<file path="src/design/iig_ram.sv">
// iig_ram: generic single-write, single-read RAM with registered read
`timescale 1ns / 1ps

module iig_ram #(
  parameter int WIDTH = 8,
  parameter int DEPTH = 16
) (
  input  logic                     clk,
  input  logic                     we,
  input  logic [$clog2(DEPTH)-1:0] waddr,
  input  logic [WIDTH-1:0]         wdata,
  input  logic                     re,
  input  logic [$clog2(DEPTH)-1:0] raddr,
  output logic [WIDTH-1:0]         rdata
);

  logic [WIDTH-1:0] mem [DEPTH];
  logic [WIDTH-1:0] rdata_r;

  // write port
  always_ff @(posedge clk) begin
    if (we) begin
      mem[waddr] <= wdata;
    end
  end

  // read port, old data on a same-address write
  always_ff @(posedge clk) begin
    if (re) begin
      rdata_r <= mem[raddr];
    end
  end

  assign rdata = rdata_r;

endmodule

</file>
<file path="config.mk">
export PLATFORM = sky130hd
export DESIGN_NAME = iig_ram
export DESIGN_NICKNAME = d
export VERILOG_FILES = /design/src/design/iig_ram.sv
export SDC_FILE = /design/constraint.sdc
export NUM_CORES = 1
export LEC_CHECK = 0
export ABC_AREA = 1
export ABC_CLOCK_PERIOD_IN_PS = 1250
export BUFFER_PORTS_ARGS = -buffer_cell sky130_fd_sc_hd__clkbuf_2
export CORE_MARGIN = 2
export CORE_UTILIZATION = 45
export CTS_BUF_LIST = sky130_fd_sc_hd__clkbuf_4 sky130_fd_sc_hd__clkbuf_8
export CTS_CLUSTER_DIAMETER = 100
export DETAILED_ROUTE_END_ITERATION = 10
export PLACE_DENSITY_LB_ADDON = 0.2
export REMOVE_ABC_BUFFERS = 1
export SYNTH_ARGS = -nofsm -noshare
export SYNTH_HDL_FRONTEND = slang
export SYNTH_SLANG_ARGS = --single-unit
</file>
<file path="constraint.sdc">
create_clock -name clk -period 1.25 [get_ports clk]
set_input_delay 0.25 -clock clk [delete_from_list [all_inputs] [get_ports clk]]
set_output_delay 0.25 -clock clk [all_outputs]
set_load 0.005 [all_outputs]
</file>
==> impl_metrics.json <==
{
  "drv_slew": 0,
  "synth_top_cell_by_area": "edfxtp_1",
  "clockBufferDepth": 2,
  "hold_path_class": "in2reg",
  "viasPerCell": 4.89,
  "wl_per_cell_um": 16.7,
  "critical_path_required_ps": 1000,
  "finalCritPeriodShare": 1.02,
  "avgSynthCellArea_um2": 10.6,
  "drive_above_1_share": 0.137,
  "syn_inst": 551,
  "synth_top_area_share": 0.698,
  "yosys_register_bits": 136,
  "hpwl_um": 8390,
  "dr.pass1.iters": 4,
  "start_kind": "flop",
  "clock_sinks": 136,
  "num_io_pins": 27,
  "yosysUniqueCellTypes": 11,
  "numCtsBuffers": 17,
  "end_kind": "output pin",
  "die_h_um": 118,
  "skew_ps": 7.60,
  "via_count": 3839,
  "die_width_um": 118,
  "rsz0062_at_grt": "true",
  "cts-htree-levels": 4,
  "leakage_nw": 2.92,
  "antenna_found_initial": 0,
  "io_buffers": 26,
  "synth_area_leaders": "edfxtp_1, nand2_1, nand3_1",
  "post_cts_buffers": 0,
  "setup_ws_ps": -21.2,
  "clk_pin_slew_ps": 70,
  "insertion_delay_ps": 450,
  "worst_slew_pin_slew_ps": 446,
  "core_um2": 12700,
  "place_congestion": 0.835,
  "max_freq_mhz": 787,
  "cp.buffers_inverters": 1,
  "power.density_nw_per_um2": 1420,
  "totalPowerFinal_mw": 9.56,
  "finalSetupViolCount": 4,
  "hold_viol": 0,
  "yosys_warnings": 0,
  "cp_cell_sequence": "clkbuf_2",
  "grt_use_total": 0.201,
  "fin_cells": 785,
  "postCtsResizedCells": 0,
  "status": "finished, violations left",
  "seq_area_frac_synth": 0.698,
  "cts_tree": "yes",
  "syn_area_um2": 5850,
  "postRouteAntennaNets": 0,
  "slowest_stage": "edfxtp_1",
  "wirelength_um": 13100,
  "pre_cts_ws_ps": -244,
  "path_class": "reg2out",
  "grt_pass1_vias": 3678,
  "drc": 0,
  "areaGrowthSynthToFinish_pct": 15.0,
  "max_stage_delay_ps": 430,
  "grt_pass1_wl_um": 20500,
  "fillers": 1136,
  "timing.hold.ws_ps": 228,
  "period_needed_ps": 1270,
  "die_area_um2": 13900,
  "drtIter0Drc": 399,
  "grt_max_degree": 64,
  "start_util": 0.461,
  "num_rows": 41,
  "slew_headroom": 0.703,
  "violations": "setup timing",
  "worst_ir_drop_vdd_v": 0.000721,
  "fin_nets": 620,
  "dp_cells": 754,
  "root_buffer": "clkbuf_8",
  "crit_fanout": 1,
  "max-cap-violations": 0,
  "grt-ovfl-total": 0,
  "antenna_cells": 0,
  "crit_family": "flip-flops",
  "worstPathArrival_ps": 1020
}
-- state kept, by name, indices dropped and copies added (netlist names) --
signal  count
mem       128
rdata       8
-- cell type report --
cell class	instances	area (um^2)	share of cell area
clock buffer	19	249	0.0370
tap	172	215	0.0320
timing repair buffer	55	423	0.0629
multi-input combinational	289	1210	0.180
sequential	136	4080	0.607
inverter	102	383	0.0569
clock inverter	12	158	0.0234
-- kinds of logic after synthesis --
kind of cell,synth area share
buffers and inverters,0.0939
AND/OR/NAND/NOR,0.208
flip-flops,0.698
-- metrics by stage --
stage / cell area [um^2] / util / TNS, ps
after global routing: 6730 / 0.531 / -307
final: 6730 / 0.531 / -55.8
after detailed placement: 6320 / 0.499 / -1780
after CTS: 6730 / 0.531 / -297
after global placement: 6320 / 0.499 / -1300
after floorplan: 5680 / - / -909
-- report_power, final --
part	switching (mW)	leakage (nW)	total, mW	internal, mW
Clock	1.58	0.206	3.74	2.16
Sequential	0.0333	1.24	5.17	5.14
Combinational	0.437	1.48	0.649	0.211
Total	2.05	2.92	9.56	7.51
-- layer usage --
metal  vias to the layer above  GRT usage  wire length (um)
li1                       1877          -                 -
met1                      1815      0.261              5610
met2                       126      0.327              6490
met3                        21     0.0426               708
met4                         0     0.0911               295
met5                         -          0                 0
-- final timing paths --
kind | startpoint | endpoint | slack, ps | depth (start not counted)
min | re | rdata[6]$_DFFE_PP_ | 230 | 1
max reg2reg | mem[5][0]$_DFFE_PP_ | rdata[0]$_DFFE_PP_ | 110 | 6
min reg2reg | mem[4][6]$_DFFE_PP_ | rdata[6]$_DFFE_PP_ | 760 | 6
max | rdata[3]$_DFFE_PP_ | rdata[3] | -20 | 1
-- timing repair --
item / in CTS / in global routing
hold buffers: 0 / 0
endpoints found under the setup margin: 6 / 7
endpoints found under the hold margin: 0 / 0
-- cells in the final DEF (no fill, tap or decap) --
cell / count
inv_1: 100
nand2_1: 173
clkbuf_2: 26
clkbuf_8: 17
clkinvlp_4: 1
clkinv_2: 3
nand3b_1: 2
buf_12: 6
clkbuf_4: 2
clkinv_1: 4
inv_2: 2
edfxtp_1: 136
buf_4: 23
bufinv_16: 4
nand3_1: 97
nor2_1: 17
-- synthesized netlist by cell type --
master    count
buf_4         4
nand2_1     173
nand3_1      97
buf_2        13
inv_1       100
edfxtp_1    136
nor2_1       17
inv_2         2
buf_6         6
nand3b_1      2
buf_1         1
No activity file was read; power rests on OpenSTA's default activity.
