`src/design/iig_pkg.sv`:
```
// iig_pkg: shared constants and types of the integral image generator
`timescale 1ns / 1ps

package iig_pkg;

  // frame geometry and arithmetic widths
  localparam int MAX_WIDTH   = 1024;
  localparam int SUM_BITS    = 48;
  localparam int COL_BITS    = $clog2(MAX_WIDTH);
  localparam int WIDTH_BITS  = 11;
  localparam int SAMPLE_BITS = 16;
  localparam int AREA_BITS   = 48;
  // one row of samples never overflows this
  localparam int ROW_BITS    = SAMPLE_BITS + COL_BITS + 1;

  // item held between the accept stage and the add stage
  typedef struct packed {
    logic [COL_BITS-1:0]        col;
    logic signed [ROW_BITS-1:0] row_sum;
    logic                       first_row;
    logic                       row_end;
  } s1_t;

  // line store write, also used for forwarding
  typedef struct packed {
    logic                en;
    logic [COL_BITS-1:0] addr;
    logic [SUM_BITS-1:0] data;
  } wr_t;

endpackage

```
`src/design/iig_if.sv`:
```


interface iig_out_if;
  logic                                 valid;
  logic                                 ready;
  logic signed [iig_pkg::AREA_BITS-1:0] area_sum;
  logic                                 row_end;

  modport source (output valid, area_sum, row_end, input ready);
  modport sink   (input valid, area_sum, row_end, output ready);
endinterface

```
`src/design/iig_back.sv`:
```
// iig_back: adds the row above, writes the line store and holds the result beat
`timescale 1ns / 1ps

module iig_back (
  input  logic                         clk,
  input  logic                         rst_n,
  input  iig_pkg::s1_t                 s1,
  input  logic                         s1_valid,
  input  logic                         fwd,
  input  logic [iig_pkg::SUM_BITS-1:0] fwd_data,
  input  logic [iig_pkg::SUM_BITS-1:0] rd_data,
  output logic                         s1_adv,
  output iig_pkg::wr_t                 wr,
  iig_out_if.source                    out_ch
);

  logic [iig_pkg::SUM_BITS-1:0]         above;
  logic [iig_pkg::SUM_BITS-1:0]         total;
  logic                                 out_valid_r, out_valid_nxt;
  logic signed [iig_pkg::AREA_BITS-1:0] area_r;
  logic                                 row_end_r;

  // stage moves when the output register is free or draining
  assign s1_adv = s1_valid && (!out_valid_r || out_ch.ready);

  // value above, zero on the first row
  always_comb begin
    if (s1.first_row) begin
      above = '0;
    end else if (fwd) begin
      above = fwd_data;
    end else begin
      above = rd_data;
    end
    total = above + iig_pkg::SUM_BITS'(s1.row_sum);
  end

  // line store write back
  always_comb begin
    wr.en   = s1_adv;
    wr.addr = s1.col;
    wr.data = total;
  end

  always_comb begin
    if (s1_adv) begin
      out_valid_nxt = 1'b1;
    end else if (out_ch.ready) begin
      out_valid_nxt = 1'b0;
    end else begin
      out_valid_nxt = out_valid_r;
    end
  end

  always_ff @(posedge clk) begin
    if (!rst_n) begin
      out_valid_r <= 1'b0;
    end else begin
      out_valid_r <= out_valid_nxt;
    end
  end

  // result payload
  always_ff @(posedge clk) begin
    if (s1_adv) begin
      area_r    <= iig_pkg::AREA_BITS'($signed(total));
      row_end_r <= s1.row_end;
    end
  end

  assign out_ch.valid    = out_valid_r;
  assign out_ch.area_sum = area_r;
  assign out_ch.row_end  = row_end_r;

endmodule

```
`src/flat_wrapper.sv`:
```
// flat-port wrapper written by rule: the top's interface ports become plain ports
module iig_back_flat 
  (clk, rst_n, s1, s1_valid, fwd, fwd_data, rd_data, s1_adv, wr, out_ch_valid, out_ch_area_sum, out_ch_row_end, out_ch_ready);
  iig_out_if out_ch_i ();
  input  logic clk;
  input  logic rst_n;
  input  iig_pkg::s1_t s1;
  input  logic s1_valid;
  input  logic fwd;
  input  logic [iig_pkg::SUM_BITS-1:0] fwd_data;
  input  logic [iig_pkg::SUM_BITS-1:0] rd_data;
  output logic s1_adv;
  output iig_pkg::wr_t wr;
  output wire logic [$bits(out_ch_i.valid)-1:0] out_ch_valid;
  output wire logic [$bits(out_ch_i.area_sum)-1:0] out_ch_area_sum;
  output wire logic [$bits(out_ch_i.row_end)-1:0] out_ch_row_end;
  input wire logic [$bits(out_ch_i.ready)-1:0] out_ch_ready;
  assign out_ch_valid = out_ch_i.valid;
  assign out_ch_area_sum = out_ch_i.area_sum;
  assign out_ch_row_end = out_ch_i.row_end;
  assign out_ch_i.ready = out_ch_ready;
  iig_back u_core (.clk(clk), .rst_n(rst_n), .s1(s1), .s1_valid(s1_valid), .fwd(fwd), .fwd_data(fwd_data), .rd_data(rd_data), .s1_adv(s1_adv), .wr(wr), .out_ch(out_ch_i));
endmodule
```
`config.mk`:
```
export PLATFORM = sky130hd
export DESIGN_NAME = iig_back_flat
export DESIGN_NICKNAME = d
export VERILOG_FILES = /design/src/design/iig_pkg.sv /design/src/design/iig_if.sv /design/src/design/iig_back.sv /design/src/flat_wrapper.sv
export SDC_FILE = /design/constraint.sdc
export NUM_CORES = 1
export LEC_CHECK = 0
export ABC_AREA = 1
export BUFFER_PORTS_ARGS = -buffer_cell sky130_fd_sc_hd__buf_2
export CAP_MARGIN = 10
export CORE_ASPECT_RATIO = 0.5
export CORE_MARGIN = 8
export CORE_UTILIZATION = 50
export DETAILED_ROUTE_END_ITERATION = 10
export PLACE_DENSITY = 0.81
export SETUP_SLACK_MARGIN = 0.4
export SYNTH_ARGS = -nofsm -noshare
export SYNTH_HDL_FRONTEND = slang
export SYNTH_SLANG_ARGS = --single-unit
```
`constraint.sdc`:
```
create_clock -name clk -period 4.87 [get_ports clk]
set_input_delay 0.487 -clock clk [delete_from_list [all_inputs] [get_ports clk]]
set_output_delay 0.487 -clock clk [all_outputs]
set_load 0.02 [all_outputs]
```
==> flow_summary.rst <==
.. list-table::
   :header-rows: 1

   * - Metric
     - Value
   * - PostCTS Resize Cnt
     - 0
   * - Achievable Freq
     - 241.5 MHz
   * - Maximum fanout count along the critical path
     - 29
   * - Effective utilization at floorplan
     - between 50% and 60%
   * - Main combinational cell family by area after synthesis
     - simple AND/OR/NAND/NOR gates
   * - Gate count of the mapped netlist
     - 1124
   * - Slew of the pin with the lowest slew margin
     - ~0.92 ns
   * - RSZ-0062 raised after global routing
     - no
   * - Final critical path time including I/O delays and setup
     - 4.142 ns
   * - Number of global-route vias before repair
     - 7096
   * - Overall Global Routing Usage
     - 25.58%
   * - Filler Cell Count
     - about 1.3k
   * - Rel. slew slack
     - 38.59%
   * - Yosys top cell area share
     - a little under a quarter
   * - Area growth from synthesis to layout
     - 21.91%
   * - Synth Area in Compound Gates
     - 6.731%
   * - Critical Setup Path Class
     - in2out
   * - FF+latch count, synth
     - 50
   * - Die Y-Extent
     - 96.55 um
   * - Clock net sink count
     - 50
   * - Number of warnings printed during yosys synthesis
     - 0
   * - Number of optimization iterations in the first detailed-route pass
     - 5
   * - Antenna diode instance count
     - 0
   * - Area taken by multi-input logic gates
     - roughly 4000 um2
   * - Number of hold violations in the final report
     - 0
   * - Antenna violations before repair
     - 0
   * - Slowest cell on crit path
     - inv_1
   * - Synth area leader
     - nand2_1
   * - Routed length per placed instance
     - 15.08 um
   * - Distinct cells, synth
     - 29
   * - Netlist area before placement
     - 6487 um2
   * - Leakage power
     - 4.706 nW
   * - Post-layout power
     - 1.967 mW
   * - Largest net degree at the start of global routing
     - a little under 50
   * - Final setup viols
     - 0
   * - Htree depth
     - 2
   * - IO Count
     - 250
   * - Global-route wire length before repair
     - around 35000 um
   * - Die ar.
     - approximately 17000 um2
   * - Sum of routed wire length over all layers
     - 22790 um
   * - Setup fix buffers added after clock tree synthesis
     - 0
   * - Via-per-instance ratio
     - roughly 5.0
   * - HPWL reported at the end of detailed placement
     - slightly below 20000 um
   * - Simple-gate share of the synthesized area
     - between 40 and 50%
   * - Setup TNS after final layout
     - 0 ns
   * - Syn_area_per_cell
     - around 5.8 um2
   * - FF+latch area
     - 1491 um2
   * - Root Buffer
     - clkbuf_16
   * - GRT overflow
     - 0
   * - Data required, critical path
     - 4.38 ns
   * - List of cells traversed by the critical path
     - buf_2, inv_1, o21ai_0, nor2_1, ha_1, fa_1, nand2_1, a21oi_1, nand3_1, nand3_1, nand2_1, nand3_1, nand2_1, nand2_1, buf_2
   * - Global placer's final weighted congestion
     - 0.9897
   * - Tightest Hold Check Type
     - in2reg
   * - Reported max-cap violation count
     - 0
   * - Period utilisation layout
     - 85.04%
   * - Cts hold-fix bufs
     - 0
   * - Number of input and output port buffers inserted
     - approximately 230
   * - Endpoint type of the worst setup path
     - primary output
   * - Arrival time of data at the critical path endpoint
     - between 3 and 4 ns
   * - Clock tree from TritonCTS
     - built
   * - Synthesized netlist net count
     - between 1k and 1.5k
   * - Number of routed nets with antenna violations
     - 0
   * - Synth top area cells
     - nand2_1, edfxtp_1, inv_1, nor2_1, ha_1
   * - Max IR drop VDD
     - 166.8 uV
   * - Buffers from clock root to sink, at most
     - 2
   * - Run status
     - finished clean
   * - Power density cells
     - 248.7 nW/um2
   * - Share of synthesized cell area in full adder, half adder and majority cells
     - under 10%
   * - Core area
     - between 10000 and 15000 um2
   * - Number of clock buffers inserted by TritonCTS
     - 5
   * - Final setup skew
     - ~0.0066 ns
   * - Worst-skew pair later-pin latency
     - 0.30 ns
   * - Buffers plus inverters on the worst setup path
     - 3
   * - DRC
     - 0
   * - Fraction of layout instances using a drive strength above 1
     - ~22%
   * - Longest individual stage delay on the worst path
     - 0.66 ns
   * - Startpoint type of the worst setup path
     - input pin
   * - Critical path's top delay family
     - simple AND/OR/NAND/NOR gates
   * - Post-synthesis sequential area ratio
     - 22.99%
   * - Worst hold slack
     - 0.3541 ns
   * - Share of synthesized area spent on multiplexers
     - 0%
   * - Site row count
     - 29
   * - Fraction of synthesized cell area in xor and xnor cells
     - 3.510%
   * - Number of pins exceeding their max-slew limit in the final report
     - 0
   * - Via count
     - 7551
   * - Die W
     - 177.1 um
   * - Post-CTS clock slew at the launch and capture registers of the worst setup and hold paths
     - approximately 0.08 ns
   * - Drt first-iter violations
     - roughly 650
   * - NumNets Final
     - 1528
   * - Most common cell type on the critical path
     - nand2_1
synth_stat cells (all sizes together):
| cell | instances |
|---|---|
| nand2 | 414 |
| inv | 224 |
| nor2 | 189 |
| edfxtp | 49 |
| o21ai | 48 |
| ha | 47 |
| nand3 | 45 |
| a21oi | 29 |
| xor2 | 24 |
| buf | 16 |
| clkbuf | 10 |
| nand4 | 9 |
| nor3 | 6 |
| o21bai | 4 |
| nor4 | 2 |
| xnor2 | 2 |
| a21boi | 1 |
| a21o | 1 |
| a31oi | 1 |
| dfxtp | 1 |
| fa | 1 |
| nand3b | 1 |
worst register-to-register path: stages (launching register included):
cell     delay, ns
dfxtp_1       0.35
a21oi_4       0.56
buf_4         0.48
layout make-up:
type / instances / share of cell area, %
sequential: 50 / 18.86
multi-input combinational: 824 / 50.85
clock buffer: 5 / 1.582
inverter: 224 / 10.63
clock inverter: 3 / 0.3322
timing repair buffer: 235 / 15.06
tap: 170 / 2.689
layer usage:
layer  routed length [um]  global-route usage (%)  part of all wire (%)  up-vias
met5                    0                       0                     0        -
met4                  417                   5.907                   1.8        0
met3                 2140                   4.383                   9.4       38
met2                10070                   43.56                    44      326
met1                10170                   33.71                    45     3352
li1                     -                       -                     -     3835
per-stage QoR:
step | cells | worst slack (ns) | utilization, % | area, um2
5_1_grt | 1511 | 0.5270 | 62.45 | 7909
2_1_floorplan | 1124 | 0.6862 | - | 6487
3_3_place_gp | 1503 | 0.9838 | 61.26 | 7757
4_1_cts | 1511 | 0.8228 | 62.45 | 7909
6_report | 1511 | 0.7284 | 62.45 | 7909
3_5_place_dp | 1503 | 0.8373 | 61.26 | 7757
where the power goes:
group	internal (mW)	leakage (nW)	switching [mW]	total [mW]
sequential	0.552	0.484	0.0126	0.565
clock	0.196	0.0748	0.189	0.385
combinational	0.319	4.15	0.698	1.02
sequential cells by signal, summed over array words and instances, names as in the netlist:
| name | count |
|---|---|
| u_core.out_ch.area_sum | 48 |
| u_core.out_ch.row_end | 1 |
| u_core.out_ch.valid | 1 |
final timing paths:
check / startpoint / endpoint / slack [ns] / cells after the start
max: s1[1] / wr[44] / 0.73 / 15
min: s1[0] / u_core.out_ch.row_end$_DFFE_PP_ / 0.35 / 1
max reg2reg: u_core.out_ch.valid$_SDFFE_PN0P_ / u_core.out_ch.area_sum[40]$_DFFE_PP_ / 3.11 / 2
min reg2reg: u_core.out_ch.valid$_SDFFE_PN0P_ / u_core.out_ch.valid$_SDFFE_PN0P_ / 0.55 / 2
kinds of logic (layout without fill, tap and decap cells):
family                     Yosys count  count (layout)
xor gates and xnor gates            26              26
and+or+nand+nor                    666             666
AOI/OAI and AO/OA                   84              84
DFF                                 50              50
adders and majority gates           48              48
buffers and inverters              250             467
cells in the final DEF, fill, tap and decap left out, drive strengths merged:
cell type / count
a21boi: 1
nand3b: 1
fa: 1
nand2: 414
clkinv: 1
nor2: 189
a21o: 1
o21bai: 4
xnor2: 2
nor4: 2
nor3: 6
o21ai: 48
xor2: 24
nand4: 9
a21oi: 29
buf: 235
ha: 47
a31oi: 1
edfxtp: 49
nand3: 45
clkbuf: 5
inv: 226
dfxtp: 1
(Power assumes the default switching activity.)
