`src/design/iig_pkg.sv`:
```
// iig_pkg: shared constants and types of the integral image generator
`timescale 1ns / 1ps

package iig_pkg;

  // frame geometry and arithmetic widths
  localparam int MAX_WIDTH   = 1024;
  localparam int SUM_BITS    = 48;
  localparam int COL_BITS    = $clog2(MAX_WIDTH);
  localparam int WIDTH_BITS  = 11;
  localparam int SAMPLE_BITS = 16;
  localparam int AREA_BITS   = 48;
  // one row of samples never overflows this
  localparam int ROW_BITS    = SAMPLE_BITS + COL_BITS + 1;

  // item held between the accept stage and the add stage
  typedef struct packed {
    logic [COL_BITS-1:0]        col;
    logic signed [ROW_BITS-1:0] row_sum;
    logic                       first_row;
    logic                       row_end;
  } s1_t;

  // line store write, also used for forwarding
  typedef struct packed {
    logic                en;
    logic [COL_BITS-1:0] addr;
    logic [SUM_BITS-1:0] data;
  } wr_t;

endpackage

```
`src/design/iig_if.sv`:
```
// iig_if: valid/ready channel interfaces for samples and results
`timescale 1ns / 1ps

interface iig_in_if;
  logic                                 valid;
  logic                                 ready;
  logic signed [iig_pkg::SAMPLE_BITS-1:0] sample;
  logic                                 frame_start;

  modport source (output valid, sample, frame_start, input ready);
  modport sink   (input valid, sample, frame_start, output ready);
endinterface


```
`src/design/iig_front.sv`:
```
// iig_front: accept stage, width register, column and row-sum tracking, line store read
`timescale 1ns / 1ps

module iig_front (
  input  logic                               clk,
  input  logic                               rst_n,
  input  logic                               cfg_we,
  input  logic [iig_pkg::WIDTH_BITS-1:0]     cfg_wdata,
  iig_in_if.sink                             in_ch,
  input  logic                               s1_adv,
  input  iig_pkg::wr_t                       wr,
  output logic                               rd_en,
  output logic [iig_pkg::COL_BITS-1:0]       rd_addr,
  output iig_pkg::s1_t                       s1,
  output logic                               s1_valid,
  output logic                               fwd,
  output logic [iig_pkg::SUM_BITS-1:0]       fwd_data
);

  logic [iig_pkg::WIDTH_BITS-1:0]     width_r;
  logic [iig_pkg::COL_BITS-1:0]       col_r, col_nxt;
  logic signed [iig_pkg::ROW_BITS-1:0] row_r, row_nxt;
  logic                               first_r, first_nxt;
  logic                               s1_valid_r, s1_valid_nxt;
  iig_pkg::s1_t                       s1_r;
  logic                               fwd_r;
  logic [iig_pkg::SUM_BITS-1:0]       fwd_data_r;

  logic [iig_pkg::WIDTH_BITS-1:0]     w_eff;
  logic [iig_pkg::COL_BITS-1:0]       col_cur;
  logic signed [iig_pkg::ROW_BITS-1:0] row_cur, row_new;
  logic                               first_cur;
  logic                               last;
  logic                               acc;
  logic                               ready;

  // width register
  always_ff @(posedge clk) begin
    if (!rst_n) begin
      width_r <= iig_pkg::WIDTH_BITS'(iig_pkg::MAX_WIDTH);
    end else if (cfg_we) begin
      width_r <= cfg_wdata;
    end
  end

  // width clamped to 1..MAX_WIDTH
  always_comb begin
    if (width_r == '0) begin
      w_eff = iig_pkg::WIDTH_BITS'(1);
    end else if (width_r > iig_pkg::WIDTH_BITS'(iig_pkg::MAX_WIDTH)) begin
      w_eff = iig_pkg::WIDTH_BITS'(iig_pkg::MAX_WIDTH);
    end else begin
      w_eff = width_r;
    end
  end

  // handshake, nothing taken while in reset
  assign ready       = rst_n && (!s1_valid_r || s1_adv);
  assign in_ch.ready = ready;
  assign acc         = in_ch.valid && ready;

  // position of this beat, frame start restarts everything
  always_comb begin
    col_cur   = in_ch.frame_start ? '0 : col_r;
    row_cur   = in_ch.frame_start ? '0 : row_r;
    first_cur = in_ch.frame_start || first_r;
    row_new   = row_cur + iig_pkg::ROW_BITS'(in_ch.sample);
    last      = ({1'b0, col_cur} + iig_pkg::WIDTH_BITS'(1)) >= w_eff;
  end

  // row tracking next state
  always_comb begin
    col_nxt   = col_r;
    row_nxt   = row_r;
    first_nxt = first_r;
    if (acc) begin
      if (last) begin
        col_nxt   = '0;
        row_nxt   = '0;
        first_nxt = 1'b0;
      end else begin
        col_nxt   = col_cur + iig_pkg::COL_BITS'(1);
        row_nxt   = row_new;
        first_nxt = first_cur;
      end
    end
  end

  always_comb begin
    if (acc) begin
      s1_valid_nxt = 1'b1;
    end else if (s1_adv) begin
      s1_valid_nxt = 1'b0;
    end else begin
      s1_valid_nxt = s1_valid_r;
    end
  end

  // control registers
  always_ff @(posedge clk) begin
    if (!rst_n) begin
      col_r      <= '0;
      row_r      <= '0;
      first_r    <= 1'b1;
      s1_valid_r <= 1'b0;
    end else begin
      col_r      <= col_nxt;
      row_r      <= row_nxt;
      first_r    <= first_nxt;
      s1_valid_r <= s1_valid_nxt;
    end
  end

  // stage payload, forward a write to the same column landing this cycle
  always_ff @(posedge clk) begin
    if (acc) begin
      s1_r.col       <= col_cur;
      s1_r.row_sum   <= row_new;
      s1_r.first_row <= first_cur;
      s1_r.row_end   <= last;
      fwd_r          <= wr.en && (wr.addr == col_cur);
      fwd_data_r     <= wr.data;
    end
  end

  assign rd_en    = acc;
  assign rd_addr  = col_cur;
  assign s1       = s1_r;
  assign s1_valid = s1_valid_r;
  assign fwd      = fwd_r;
  assign fwd_data = fwd_data_r;

endmodule

```
`src/flat_wrapper.sv`:
```
// flat-port wrapper written by rule: the top's interface ports become plain ports
module iig_front_flat 
  (clk, rst_n, cfg_we, cfg_wdata, s1_adv, wr, rd_en, rd_addr, s1, s1_valid, fwd, fwd_data, in_ch_valid, in_ch_sample, in_ch_frame_start, in_ch_ready);
  iig_in_if in_ch_i ();
  input  logic clk;
  input  logic rst_n;
  input  logic cfg_we;
  input  logic [iig_pkg::WIDTH_BITS-1:0] cfg_wdata;
  input  logic s1_adv;
  input  iig_pkg::wr_t wr;
  output logic rd_en;
  output logic [iig_pkg::COL_BITS-1:0] rd_addr;
  output iig_pkg::s1_t s1;
  output logic s1_valid;
  output logic fwd;
  output logic [iig_pkg::SUM_BITS-1:0] fwd_data;
  input wire logic [$bits(in_ch_i.valid)-1:0] in_ch_valid;
  input wire logic [$bits(in_ch_i.sample)-1:0] in_ch_sample;
  input wire logic [$bits(in_ch_i.frame_start)-1:0] in_ch_frame_start;
  output wire logic [$bits(in_ch_i.ready)-1:0] in_ch_ready;
  assign in_ch_i.valid = in_ch_valid;
  assign in_ch_i.sample = in_ch_sample;
  assign in_ch_i.frame_start = in_ch_frame_start;
  assign in_ch_ready = in_ch_i.ready;
  iig_front u_core (.clk(clk), .rst_n(rst_n), .cfg_we(cfg_we), .cfg_wdata(cfg_wdata), .in_ch(in_ch_i), .s1_adv(s1_adv), .wr(wr), .rd_en(rd_en), .rd_addr(rd_addr), .s1(s1), .s1_valid(s1_valid), .fwd(fwd), .fwd_data(fwd_data));
endmodule
```
`config.mk`:
```
export PLATFORM = sky130hd
export DESIGN_NAME = iig_front_flat
export DESIGN_NICKNAME = d
export VERILOG_FILES = /design/src/design/iig_pkg.sv /design/src/design/iig_if.sv /design/src/design/iig_front.sv /design/src/flat_wrapper.sv
export SDC_FILE = /design/constraint.sdc
export NUM_CORES = 1
export LEC_CHECK = 0
export BUFFER_PORTS_ARGS = -buffer_cell sky130_fd_sc_hd__clkbuf_2
export CAP_MARGIN = 10
export CORE_MARGIN = 1.5
export CORE_UTILIZATION = 56
export DETAILED_ROUTE_END_ITERATION = 10
export GPL_ROUTABILITY_DRIVEN = 0
export GPL_TIMING_DRIVEN = 0
export MAX_ROUTING_LAYER = met4
export PLACE_DENSITY = 0.92
export SLEW_MARGIN = 30
export SYNTH_ARGS = -nofsm -noshare
export SYNTH_HDL_FRONTEND = slang
export SYNTH_SLANG_ARGS = --single-unit
```
`constraint.sdc`:
```
create_clock -name clk -period 10.1 [get_ports clk]
set_input_delay 0.505 -clock clk [delete_from_list [all_inputs] [get_ports clk]]
set_output_delay 0.505 -clock clk [all_outputs]
set_load 0.1 [all_outputs]
```
==> flow_summary.ini <==
[status]
status = finished with violations
violations = design-rule violations

[layout]
nNetsFinal = 934
area.sequential_um2 = 3640
multiInputGateArea_um2 = 2890
fin_cells = 959
final_common_cell = clkbuf_2
layout-drive-gt1-share = 0.288
area_growth_syn_to_layout_pct = 26.4
layout_common_cells = clkbuf_2 (193), edfxtp_1 (88), nor2b_1 (57), dfxtp_1 (50), nand2_1 (45)
diodes = 0
fillers = 745

[grt]
grt_start_max_net_pins = 52
gr-usage-met3 = 0.0632
overflow = 0
antenna_found_initial = 0
grt_use_met1 = 0.312
met2_usage = 0.491
grt_pass1_wl_mm = 27.4
grt.total_usage = 0.289
top_usage_layer = met2
first_global_vias = 5598

[placement]
dp.cells = 927
hpwl_mm = 12.4
port_buffers = 192

[die]
io_pins = 193
die_area_um2 = 12600
rows = 39
core_area_um2 = 11600
start_util = 0.579
die_y_um = 112
die_x_um = 112

[yosys]
synth_compound_area_frac = 0.146
synth_top_family_by_area = compound AO/OA/AOI/OAI gates
yosys_warnings = 0
synthDistinctLibCells = 53
syn_nets = 722
synthFlopType = edfxtp_1
synthCells = 591
synth_simple_gate_area_frac = 0.145
async_flop_share = 0
synth.area.mux_share = 0.0149
synth-seq-cells = 138
synth_edf_count = 88
syn_avg_cell_area_um2 = 11.3
ys_seq_area_frac = 0.544
synth_area_um2 = 6700
synth-adder-area-share = 0.0740
synth_xor_xnor_area_share = 0.0523

[setup_path]
startpoint = in_ch_frame_start
crit_arrival_ps = 4950
cp.required_ps = 10450
r2r_start = u_core.col_r[0]
path_class = input port to register
start_kind = input port
end_kind = register
cp_max_fo = 10

[clocking]
clkTransAtPathRegs_ps = 60
postCtsResizedCells = 0
cts_root_buffer = clkbuf_16
numCtsBuffers = 17
cts_buffer_depth = 2
h-tree-depth = 4
postCtsHoldBufs = 0
post_cts_buffers = 0
tritoncts = done
cts.sinks = 138
insertion_delay_ps = 430

[route]
vias = 5664
drc = 16
first_pass_iters = 8
vias_per_cell = 5.91
ant_nets = 0
drt-total-wl_mm = 17.8
wire_per_inst_um = 18.5
drtIter0Drc = 530

[power]
pwr-share-comb = 0.192
pwr-share-clk = 0.401
p_per_area_nw_per_um2 = 188
p_leak_nw = 3.59
switching_power_mw = 0.490
vdd_drop_max_mv = 0.109
switching_share = 0.308
p_int_mw = 1.10
p_seq_frac = 0.407

[timing]
whs_ps = 249
worst_pin_slew_ps = 1010
fin_crit_sh = 0.455
rsz0062_at_grt = no
max_freq_ghz = 0.218
timing.final.crit_period_ps = 4600
finalHoldViolations = 0
setup_tns_ps = 0
slew_viol_final = 0
fin_worst_skew_ps = 15.0
worst_slew_margin_rel = 0.319
setup_viol = 0

[run]
maxCapViolCount = 0

[min_path]
min-delay-start = wr[33]
hp-class = input port to register
==> area by class of cell <==
cell class              count  share of cell area
well taps                 143              0.0211
multi-input cells         412               0.342
inverters                  11             0.00488
clock inverters            13              0.0200
plain buffers              30              0.0145
clock buffers              19              0.0512
repair buffers            193               0.116
flip-flops and latches    138               0.431
==> cell usage after synthesis, types with 4 or more instances <==
library cell,instances,area share
dfxtp_1,50,0.15
ha_1,38,0.071
o211ai_1,5,0.0056
clkbuf_1,24,0.013
a21oi_1,29,0.022
buf_2,4,0.0030
a211oi_1,5,0.0056
xnor2_1,26,0.034
edfxtp_1,88,0.39
a32o_1,4,0.0060
o21a_1,9,0.010
a22o_1,11,0.014
nor3_1,7,0.0052
mux2i_1,10,0.015
a31oi_1,4,0.0037
a21boi_0,16,0.018
a21o_1,9,0.010
nor2b_1,57,0.053
nand2b_1,5,0.0047
nand4_1,9,0.0084
inv_1,11,0.0062
o21ai_0,15,0.011
a22oi_1,9,0.010
nand2_1,45,0.025
nor2_1,23,0.013
nand3_1,24,0.018
xor2_1,14,0.018
==> flip-flops by register name (all words and copies together), names as in the netlist <==
signal and cells:
u_core.fwd 1, u_core.s1_valid 1, u_core.col_r 10, u_core.s1 39
u_core.first_r 1, u_core.row_r 27, u_core.width_r 11, u_core.fwd_data 48
==> per-layer routing <==
metal | share of wire | vias up
li1 | - | 2607
met1 | 0.37 | 2681
met2 | 0.51 | 306
met3 | 0.075 | 70
met4 | 0.040 | 0
met5 | 0 | -
==> cell families (layout without fill, tap and decap cells) <==
logic type | Yosys count | after routing
buffers and inverters | 41 | 266
adders and majority gates | 39 | 39
AOI/OAI and AO/OA | 137 | 137
xor gates and xnor gates | 40 | 40
and+or+nand+nor | 186 | 186
DFF | 138 | 138
muxes | 10 | 10
==> stage by stage <==
stage | power, mW | worst slack [ps] | utilization | area (µm²)
2_1_floorplan | 0.892 | 4030 | - | 6700
3_5_place_dp | 0.958 | 5250 | 0.680 | 7860
4_1_cts | 1.59 | 5550 | 0.732 | 8460
3_3_place_gp | 0.948 | 3770 | 0.678 | 7840
6_report | 1.59 | 5500 | 0.732 | 8460
5_1_grt | 1.63 | 5230 | 0.732 | 8460
==> power by group through the flow <==
stage	Clock (mW)	Sequential, mW	Combinational (mW)
3_5_place_dp	0	0.660	0.298
2_1_floorplan	0	0.782	0.110
5_1_grt	0.663	0.651	0.319
6_report	0.639	0.649	0.305
4_1_cts	0.640	0.649	0.302
3_3_place_gp	0	0.660	0.288
==> final timing paths <==
path              cells after the start  slack [ps]             endpoint
setup / recovery                     16        5500     u_core.row_r[14]
hold / removal                        1         250  u_core.fwd_data[33]
setup reg to reg                     14        5650     u_core.row_r[14]
hold reg to reg                       2         450     u_core.row_r[23]
==> critical path, cell delays in order <==
cell      delay, ps
clkbuf_2        120
clkbuf_1        250
nor2b_1         520
ha_1            300
nand3_1         130
nor2_1          210
and3_1          230
xor2_1          130
ha_1            260
nor3_1          210
o21a_1          150
o21ai_0         110
a211oi_1        840
clkbuf_1        560
a22oi_1         210
nor2b_1         210
No activity file was read; power rests on OpenSTA's default activity.
